File: config.mk
export PLATFORM = sky130hd
export DESIGN_NAME = pdcr_ctrl
export DESIGN_NICKNAME = d
export VERILOG_FILES = /design/src/rtl/pingpong_delay_and_comb_reverb_core_defines.svh /design/src/rtl/pdcr_pkg.sv /design/src/rtl/pdcr_ctrl.sv
export SDC_FILE = /design/constraint.sdc
export NUM_CORES = 1
export LEC_CHECK = 0
export BUFFER_PORTS_ARGS = -buffer_cell sky130_fd_sc_hd__buf_2
export CORE_MARGIN = 4
export CORE_UTILIZATION = 40
export CTS_BUF_LIST = sky130_fd_sc_hd__clkbuf_4
export DETAILED_ROUTE_END_ITERATION = 10
export PLACE_DENSITY = 0.68
export SETUP_SLACK_MARGIN = 0.4
export SLEW_MARGIN = 0
export SYNTH_ARGS = -nofsm -noshare
export SYNTH_HDL_FRONTEND = slang
export SYNTH_SLANG_ARGS = --single-unit
File: constraint.sdc
create_clock -name i_clk -period 1.6 [get_ports i_clk]
set_clock_uncertainty 0.1 [all_clocks]
set_input_delay 0.32 -clock i_clk [delete_from_list [all_inputs] [get_ports i_clk]]
set_output_delay 0.32 -clock i_clk [all_outputs]
set_load 0.01 [all_outputs]
File: src/rtl/pingpong_delay_and_comb_reverb_core_defines.svh
// ----------------------------------------------------------------------------
// Assertion macros for the ping-pong delay and comb reverb core
// Same-cycle-implication and next-cycle-implication checks on i_clk.
// ----------------------------------------------------------------------------
`ifndef PINGPONG_DELAY_AND_COMB_REVERB_CORE_DEFINES_SVH
`define PINGPONG_DELAY_AND_COMB_REVERB_CORE_DEFINES_SVH

`ifndef SYNTH
// Same-cycle implication, disabled in reset
`define PDCR_ASSERT_IMP(lbl, ante, cons) \
    lbl: assert property (@(posedge i_clk) disable iff (!i_rst_n) (ante) |-> (cons)) \
        else $error("pdcr assertion failed");
// Next-cycle implication, disabled in reset
`define PDCR_ASSERT_NEXT(lbl, ante, cons) \
    lbl: assert property (@(posedge i_clk) disable iff (!i_rst_n) (ante) |=> (cons)) \
        else $error("pdcr assertion failed");
`else
`define PDCR_ASSERT_IMP(lbl, ante, cons)
`define PDCR_ASSERT_NEXT(lbl, ante, cons)
`endif

`endif

File: src/rtl/pdcr_pkg.sv
// ----------------------------------------------------------------------------
// pdcr_pkg
// Shared constants, command/status types and helper functions of the core.
// ----------------------------------------------------------------------------
package pdcr_pkg;

    localparam int P_MAX_DELAY   = 65536;
    localparam int P_NUM_COMBS   = 8;
    localparam int P_NUM_ALLPASS = 4;

    localparam int COMB_SLOT = 1100;
    localparam int AP_SLOT   = 300;
    localparam int SPREAD    = 23;
    localparam int MIN_DELAY = 32;

    localparam int SMP_W     = 16;
    localparam int SEND_W    = 31;
    localparam int CFG_W     = 17;
    localparam int CFG_IDX_W = 2;
    localparam int UNIT_W    = 4;
    localparam int CB_IDX_W  = 11;
    localparam int AP_IDX_W  = 9;
    localparam int DAMP_W    = 24;
    localparam int OP_W      = 4;

    // Register indexes
    localparam logic [CFG_IDX_W-1:0] REG_DELAY_LEN = 2'd0;
    localparam logic [CFG_IDX_W-1:0] REG_DELAY_FB  = 2'd1;
    localparam logic [CFG_IDX_W-1:0] REG_SIZE      = 2'd2;
    localparam logic [CFG_IDX_W-1:0] REG_DAMP      = 2'd3;

    localparam logic [CFG_W-1:0] RST_DELAY_LEN = 17'd11025;
    localparam logic [7:0]       RST_DELAY_FB  = 8'd140;
    localparam logic [7:0]       RST_SIZE      = 8'd160;
    localparam logic [7:0]       RST_DAMP      = 8'd110;
    localparam logic [7:0]       FB_MAX        = 8'd250;
    localparam logic [7:0]       RFB_BASE      = 8'd179;
    localparam logic [6:0]       RFB_SPAN      = 7'd72;

    localparam logic signed [10:0] DIF_GAIN  = 11'sd640;
    localparam logic signed [31:0] FULL_Q15  = 32'sd1073709056;
    localparam logic signed [16:0] OUT_LIMIT = 17'sd32767;

    // Datapath operations
    typedef logic [OP_W-1:0] t_op;
    localparam t_op OP_NONE = 4'd0;
    localparam t_op OP_CLR  = 4'd1;
    localparam t_op OP_LOAD = 4'd2;
    localparam t_op OP_DWR  = 4'd3;
    localparam t_op OP_SIDE = 4'd4;
    localparam t_op OP_CRD  = 4'd5;
    localparam t_op OP_CMUL = 4'd6;
    localparam t_op OP_CST  = 4'd7;
    localparam t_op OP_CWR  = 4'd8;
    localparam t_op OP_DIF  = 4'd9;
    localparam t_op OP_ARD  = 4'd10;
    localparam t_op OP_AWR  = 4'd11;
    localparam t_op OP_HOLD = 4'd12;
    localparam t_op OP_OUT  = 4'd13;

    typedef struct packed {
        t_op               op;
        logic              side;
        logic [UNIT_W-1:0] unit;
    } t_cmd;

    typedef struct packed {
        logic clr_last;
        logic phase;
        logic out_free;
    } t_stat;

    // Comb line length for a side and comb number
    function automatic logic [CB_IDX_W-1:0] comb_len(input logic side,
                                                     input logic [UNIT_W-1:0] c);
        logic [11:0] base;
        logic [11:0] sum;
        case (c)
            4'd0:    base = 12'd1116;
            4'd1:    base = 12'd1188;
            4'd2:    base = 12'd1277;
            4'd3:    base = 12'd1356;
            4'd4:    base = 12'd1422;
            4'd5:    base = 12'd1491;
            4'd6:    base = 12'd1557;
            4'd7:    base = 12'd1617;
            4'd8:    base = 12'd1687;
            4'd9:    base = 12'd1753;
            4'd10:   base = 12'd1823;
            4'd11:   base = 12'd1889;
            4'd12:   base = 12'd1949;
            4'd13:   base = 12'd2011;
            4'd14:   base = 12'd2081;
            default: base = 12'd2143;
        endcase
        sum = base + (side ? 12'(SPREAD) : 12'd0);
        return sum[CB_IDX_W:1];
    endfunction

    // Allpass line length for a side and allpass number
    function automatic logic [AP_IDX_W-1:0] ap_len(input logic side,
                                                   input logic [UNIT_W-1:0] a);
        logic [9:0] base;
        logic [9:0] sum;
        case (a[2:0])
            3'd0:    base = 10'd556;
            3'd1:    base = 10'd441;
            3'd2:    base = 10'd341;
            3'd3:    base = 10'd225;
            3'd4:    base = 10'd181;
            3'd5:    base = 10'd143;
            3'd6:    base = 10'd113;
            default: base = 10'd89;
        endcase
        sum = base + (side ? 10'(SPREAD) : 10'd0);
        return sum[AP_IDX_W:1];
    endfunction

    // Comb feedback 179 + size*72/255; division by 255 via reciprocal trick
    function automatic logic [7:0] rfb_of(input logic [7:0] size);
        logic [15:0] v;
        logic [15:0] q;
        v = 16'(size) * 16'(RFB_SPAN) + 16'd1;
        q = (v + (v >> 8)) >> 8;
        return RFB_BASE + q[7:0];
    endfunction

    // Saturate to a 16-bit sample
    function automatic logic signed [SMP_W-1:0] sat16(input logic signed [39:0] v);
        if (v > 40'sd32767) begin
            return 16'sh7FFF;
        end else if (v < -40'sd32768) begin
            return 16'sh8000;
        end
        return v[SMP_W-1:0];
    endfunction

    // Saturate the wet return to +/-32767
    function automatic logic signed [SMP_W-1:0] sat_out(input logic signed [16:0] v);
        if (v > OUT_LIMIT) begin
            return 16'sd32767;
        end else if (v < -OUT_LIMIT) begin
            return -16'sd32767;
        end
        return v[SMP_W-1:0];
    endfunction

endpackage

File: src/rtl/pdcr_ctrl.sv
// ----------------------------------------------------------------------------
// pdcr_ctrl
// Sequencer: clearing pass, delay step, half-rate comb/allpass walk, output.
// ----------------------------------------------------------------------------
module pdcr_ctrl import pdcr_pkg::*; #(
    parameter int NUM_COMBS   = P_NUM_COMBS,
    parameter int NUM_ALLPASS = P_NUM_ALLPASS
) (
    input  logic  i_clk,
    input  logic  i_rst_n,
    input  logic  i_in_valid,
    output logic  o_in_ready,
    input  t_stat i_stat,
    output t_cmd  o_cmd
);

    localparam logic [3:0] S_CLR  = 4'd0;
    localparam logic [3:0] S_IDLE = 4'd1;
    localparam logic [3:0] S_DWR  = 4'd2;
    localparam logic [3:0] S_SIDE = 4'd3;
    localparam logic [3:0] S_CRD  = 4'd4;
    localparam logic [3:0] S_CMUL = 4'd5;
    localparam logic [3:0] S_CST  = 4'd6;
    localparam logic [3:0] S_CWR  = 4'd7;
    localparam logic [3:0] S_DIF  = 4'd8;
    localparam logic [3:0] S_ARD  = 4'd9;
    localparam logic [3:0] S_AWR  = 4'd10;
    localparam logic [3:0] S_HOLD = 4'd11;
    localparam logic [3:0] S_OUT  = 4'd12;

    localparam logic [UNIT_W-1:0] LAST_COMB = UNIT_W'(NUM_COMBS - 1);
    localparam logic [UNIT_W-1:0] LAST_AP   = UNIT_W'(NUM_ALLPASS - 1);

    logic [3:0]        r_state, n_state;
    logic              r_side, n_side;
    logic [UNIT_W-1:0] r_unit, n_unit;

    // Next state and counters
    always_comb begin
        n_state = r_state;
        n_side  = r_side;
        n_unit  = r_unit;
        case (r_state)
            S_CLR: begin
                if (i_stat.clr_last) n_state = S_IDLE;
            end
            S_IDLE: begin
                if (i_in_valid) n_state = S_DWR;
            end
            S_DWR: begin
                n_side  = 1'b0;
                n_state = i_stat.phase ? S_SIDE : S_OUT;
            end
            S_SIDE: begin
                n_unit  = '0;
                n_state = S_CRD;
            end
            S_CRD:  n_state = S_CMUL;
            S_CMUL: n_state = S_CST;
            S_CST:  n_state = S_CWR;
            S_CWR: begin
                if (r_unit == LAST_COMB) begin
                    n_unit  = '0;
                    n_state = S_DIF;
                end else begin
                    n_unit  = r_unit + 1'b1;
                    n_state = S_CRD;
                end
            end
            S_DIF:  n_state = S_ARD;
            S_ARD:  n_state = S_AWR;
            S_AWR: begin
                if (r_unit == LAST_AP) begin
                    n_state = S_HOLD;
                end else begin
                    n_unit  = r_unit + 1'b1;
                    n_state = S_ARD;
                end
            end
            S_HOLD: begin
                if (r_side) begin
                    n_state = S_OUT;
                end else begin
                    n_side  = 1'b1;
                    n_state = S_SIDE;
                end
            end
            S_OUT: begin
                if (i_stat.out_free) n_state = S_IDLE;
            end
            default: n_state = S_CLR;
        endcase
    end

    // Issue the datapath command for the current state
    always_comb begin
        o_cmd.side = r_side;
        o_cmd.unit = r_unit;
        case (r_state)
            S_CLR:   o_cmd.op = OP_CLR;
            S_IDLE:  o_cmd.op = i_in_valid ? OP_LOAD : OP_NONE;
            S_DWR:   o_cmd.op = OP_DWR;
            S_SIDE:  o_cmd.op = OP_SIDE;
            S_CRD:   o_cmd.op = OP_CRD;
            S_CMUL:  o_cmd.op = OP_CMUL;
            S_CST:   o_cmd.op = OP_CST;
            S_CWR:   o_cmd.op = OP_CWR;
            S_DIF:   o_cmd.op = OP_DIF;
            S_ARD:   o_cmd.op = OP_ARD;
            S_AWR:   o_cmd.op = OP_AWR;
            S_HOLD:  o_cmd.op = OP_HOLD;
            S_OUT:   o_cmd.op = i_stat.out_free ? OP_OUT : OP_NONE;
            default: o_cmd.op = OP_NONE;
        endcase
    end

    assign o_in_ready = (r_state == S_IDLE);

    // Advance state
    always_ff @(posedge i_clk) begin
        if (!i_rst_n) begin
            r_state <= S_CLR;
            r_side  <= 1'b0;
            r_unit  <= '0;
        end else begin
            r_state <= n_state;
            r_side  <= n_side;
            r_unit  <= n_unit;
        end
    end

endmodule

After elaboration in Yosys (flattened, before gate mapping)
Index checks and enable logic that the tools add are counted.
Widths: inputs -> output; s select.
{"block": "word_totals", "regBits": 9, "latch_bits": 0, "ram_bits": 0, "rom_bits": 0, "inputBits": 6, "output_inout_bits": 10, "wordCells": 42, "mem_count": 0}
{"block": "op_classes", "addsub": 1, "multipliers": 0, "n_div": 0, "order_cmp": 0, "eq_ne": 18, "shifts": 0, "mux": 15, "n_bitwise": 0, "n_reduce_logical": 5}
{"op": "$pmux 4 s13", "count": 2}
{"op": "$mux 4", "count": 9}
{"op": "$eq 4x3->1 const B", "count": 5}
{"op": "$eq 4x4->1 const B", "count": 5}
{"op": "$eq 4x2->1 const B", "count": 3}
{"op": "$pmux 4 s3", "count": 1}
{"op": "$ne 2x2->1 const B", "count": 4}
{"op": "$add 4x1->4 const B", "count": 1}
{"op": "$eq 4x1->1 const B", "count": 1}
{"op": "$logic_not 4->1", "count": 1}
{"op": "$mux 2", "count": 2}
{"op": "$reduce_and 3->1", "count": 1}
{"op": "$reduce_bool 3->1", "count": 1}
{"op": "$pmux 1 s2", "count": 1}
{"op": "$reduce_and 2->1", "count": 1}
{"op": "$reduce_bool 2->1", "count": 1}

Depth between registers and ports, before layout
{"block": "depth", "word_depth": 3, "mapped_depth": 6, "depth_no_buf": 5}

Worst setup path after synthesis
Ideal clock, no wire load.
{"block": "synth_path", "path_type": "register to register", "start": "reg r_unit[0]", "end": "reg r_unit[2]", "setup_time_ps": 116, "arrival_time_ps": 1452, "required_time_ps": 1384, "setup_slack_ps": -68, "path_stages_with_launch": 6, "n_path_buf": 0, "period_less_slack_ps": 1668, "path_cell_list": "dfxtp_1 ha_1 or3b_1 a21oi_4 nor4_1 a31o_1"}
{"block": "synth_via", "elab_chain_cells": 3, "word_cells_on_any_way": 8, "cone_classes": "add/sub (1); eq/ne (3); mux (3); reduce/logical (1)"}
{"element": "start: declaration", "line": "pdcr_ctrl.sv:36", "rtl": "logic [UNIT_W-1:0] r_unit, n_unit;"}
{"element": "start signal: assignment", "line": "pdcr_ctrl.sv:128", "rtl": "r_unit <= n_unit;"}
{"element": "$add 4x1->4, or another cell as far along", "line": "pdcr_ctrl.sv:66, pdcr_ctrl.sv:76"}
{"element": "$mux 4, or another cell as far along", "line": "pdcr_ctrl.sv:73", "rtl": "if (r_unit == LAST_AP) begin"}
{"element": "$pmux 4 s3 or $reduce_and 2->1 (tied branches)"}
Parallel ways exist; a longest one is shown, timed or not. The select of a mux whose other input is x is not followed.
A chain may end at the register's enable or synchronous reset.

Worst setup path in the final report
{"block": "layout_path", "start": "reg r_state[3]", "end": "reg r_unit[2]"}
{"block": "layout_via", "elab_chain_cells": 3, "word_cells_on_any_way": 7, "cone_classes": "eq/ne (4); mux (1); reduce/logical (2)"}
{"element": "start: declaration", "line": "pdcr_ctrl.sv:34", "rtl": "logic [3:0] r_state, n_state;"}
{"element": "start signal: assignment", "line": "pdcr_ctrl.sv:126", "rtl": "r_state <= n_state;"}
{"element": "$eq 4x4->1, or another cell as far along", "line": "pdcr_ctrl.sv:43", "rtl": "case (r_state)"}
{"element": "$ne 2x2->1 (no source line) or $reduce_bool 3->1 (tied branches)"}
{"element": "$reduce_and 2->1 (no source line)"}
Parallel ways exist; a longest one is shown, timed or not.

==> reports/metrics.cfg <==
[status]
status=complete, but fails checks
violations=negative setup slack

[critical_path]
crit_type=register to register
arrival_ps=1720
worstSetupStartpointType=register
cp_max_fo=7
required_ps=1650
crit_path_end_kind=register

[cts]
clk_path_buf_depth=2
cts.hold.buffers_added=0
cts_tree=yes
clock_latency_ps=260
htree_levels=1
numCtsBuffers=3
clkTransAtPathRegs_ps=60
root_buffer=clkbuf_4
numClockSinks=9

[synth]
syn-num-nets=105
synth_top_area_share_pct=25.1
synth.area.top_cells=dfxtp_1, o21ai_0, nor2_1, buf_2, nand2_1
synth_common_cells=dfxtp_1, nor2_1, o21ai_0, nand2_1, buf_2
async_flop_share_pct=0
ys_ff_latch=9
synth_flop_cell=dfxtp_1
yosysSeqAreaShare_pct=25.1
synth_top_area_cell=dfxtp_1
netlist_area_um2=718
yosysWarnings=0
yosysUniqueCellTypes=39
avgSynthCellArea_um2=7.33
synth_edf_count=0
synthCells=98

[finish]
area_growth_syn_to_layout_pct=80.0
layout-drive-gt1-share_pct=61.2
regArea_um2=211
multi_input_area_um2=628
fin_nets=147
antenna_cells=0
fillers=106
finalNonFillerCells=164

[timing]
period_minus_slack_ps=1660
max_freq_mhz=601
slew_headroom_pct=75.9
hold_violations=0
max_slew.worst_pin.slew_ps=358
tns_ps=-119
setup_viol=3
setup_slack_ps=-63.0
maxSlewViolCount=0
rsz0062_at_grt=true
post-route-period-util_pct=104
whs_ps=275

[power]
leakage_nw=0.542
p_per_area_mw_per_mm2=1010
ir_drop_mv=0.663
power_w=0.00130

[placed_design]
gp_congestion=0.802
place_ws_ps=6.41
portBuffers=15
hpwl_mm=1.22
dp.cells=138

[die]
fp.dieH_um=50.4
coreArea_mm2=0.00171
placementRows=15
initial_core_util_pct=42.1
num_io_pins=16
dieWidth_um=50.4
die-area_mm2=0.00254

[detailed_routing]
dr.pass1.iters=4
wire_per_inst_um=16.1
routed_wl_mm=2.64
vias=899
drtIter0Drc=14
postRouteAntennaNets=0
vias_per_cell=5.48
route.detailed.drc=0

[global_routing]
grt_pass1_wl_mm=3.57
grt_usage_pct=18.3
grt_max_degree=12
antenna_found_initial=0
grt_pass1_vias=817
overflow=0

[hold_path]
hold_class=primary input to register

[run]
cap_violations=0

[metrics by stage]
step | instance area [um^2] | utilization [%]
global route | 1290 | 75.7
global placement | 917 | 53.7
floorplan | 836 | -
CTS | 1170 | 68.5
detailed placement | 917 | 53.7
finish | 1290 | 75.7
[final timing paths]
| kind | start | endpoint | slack, ps | depth (start not counted) |
|---|---|---|---|---|
| setup / recovery | r_state[3] | r_unit[2] | -60 | 6 |
| hold / removal | i_in_valid | r_state[0] | 270 | 3 |
| setup reg to reg | r_state[3] | r_unit[2] | -60 | 6 |
| hold reg to reg | r_side | r_side | 410 | 2 |
[sequential cells by signal, summed over array words and instances, names as in the netlist]
signal	count
r_state	4
r_side	1
r_unit	4
[cells by family (layout without fill, tap and decap cells)]
logic type | after synthesis | in the layout | share of synthesized area, %
simple gates | 46 | 46 | 36.1
compound gates | 30 | 30 | 28.6
buf+inv | 11 | 52 | 7.32
flops | 9 | 9 | 25.1
fa+ha+maj | 1 | 1 | 1.74
xor+xnor | 1 | 1 | 1.22
[area by class of cell]
class,instances,area share (%)
clock buffer,4,2.32
inverter,2,0.581
multi-input combinational,78,48.6
sequential,9,16.4
tap,25,2.42
timing repair buffer,46,29.7
[timing repair]
item	4_1_cts	5_1_grt
setup endpoints to repair	18	18
buffers inserted	18	4
pin swaps	16	17
gates resized for setup	27	24
[critical path: stages, from the launching register on]
cell and delay (ps):
dfxtp_4 380, buf_6 140, buf_6 120, nor3b_2 160, o21ai_0 310, o21bai_1 130
a31o_1 230
[layout by cell type, fill, tap and decap left out, types with 3 or more instances in the layout]
master,count
buf_4,19
buf_6,17
buf_2,10
nor2_1,8
dfxtp_4,8
nand2_1,7
o21ai_2,5
clkbuf_4,4
nor3_4,3
o21ai_1,3
a21oi_1,3
nand3_1,3
[power by group]
group	total (W)	internal [W]	switching, W
clock	0.000193	0.000113	0.0000798
combinational	0.000792	0.000427	0.000366
sequential	0.000316	0.000257	0.0000588
total	0.00130	0.000797	0.000504
[routing by layer]
| layer | vias to the layer above | track usage [%] | share of wire [%] |
|---|---|---|---|
| li1 | 443 | - | - |
| met1 | 434 | 23.1 | 45 |
| met2 | 18 | 29.1 | 49 |
| met3 | 4 | 5.93 | 3.9 |
| met4 | 0 | 6.28 | 1.5 |
| met5 | - | 0 | 0 |
Power figures use the tool's default switching activity.
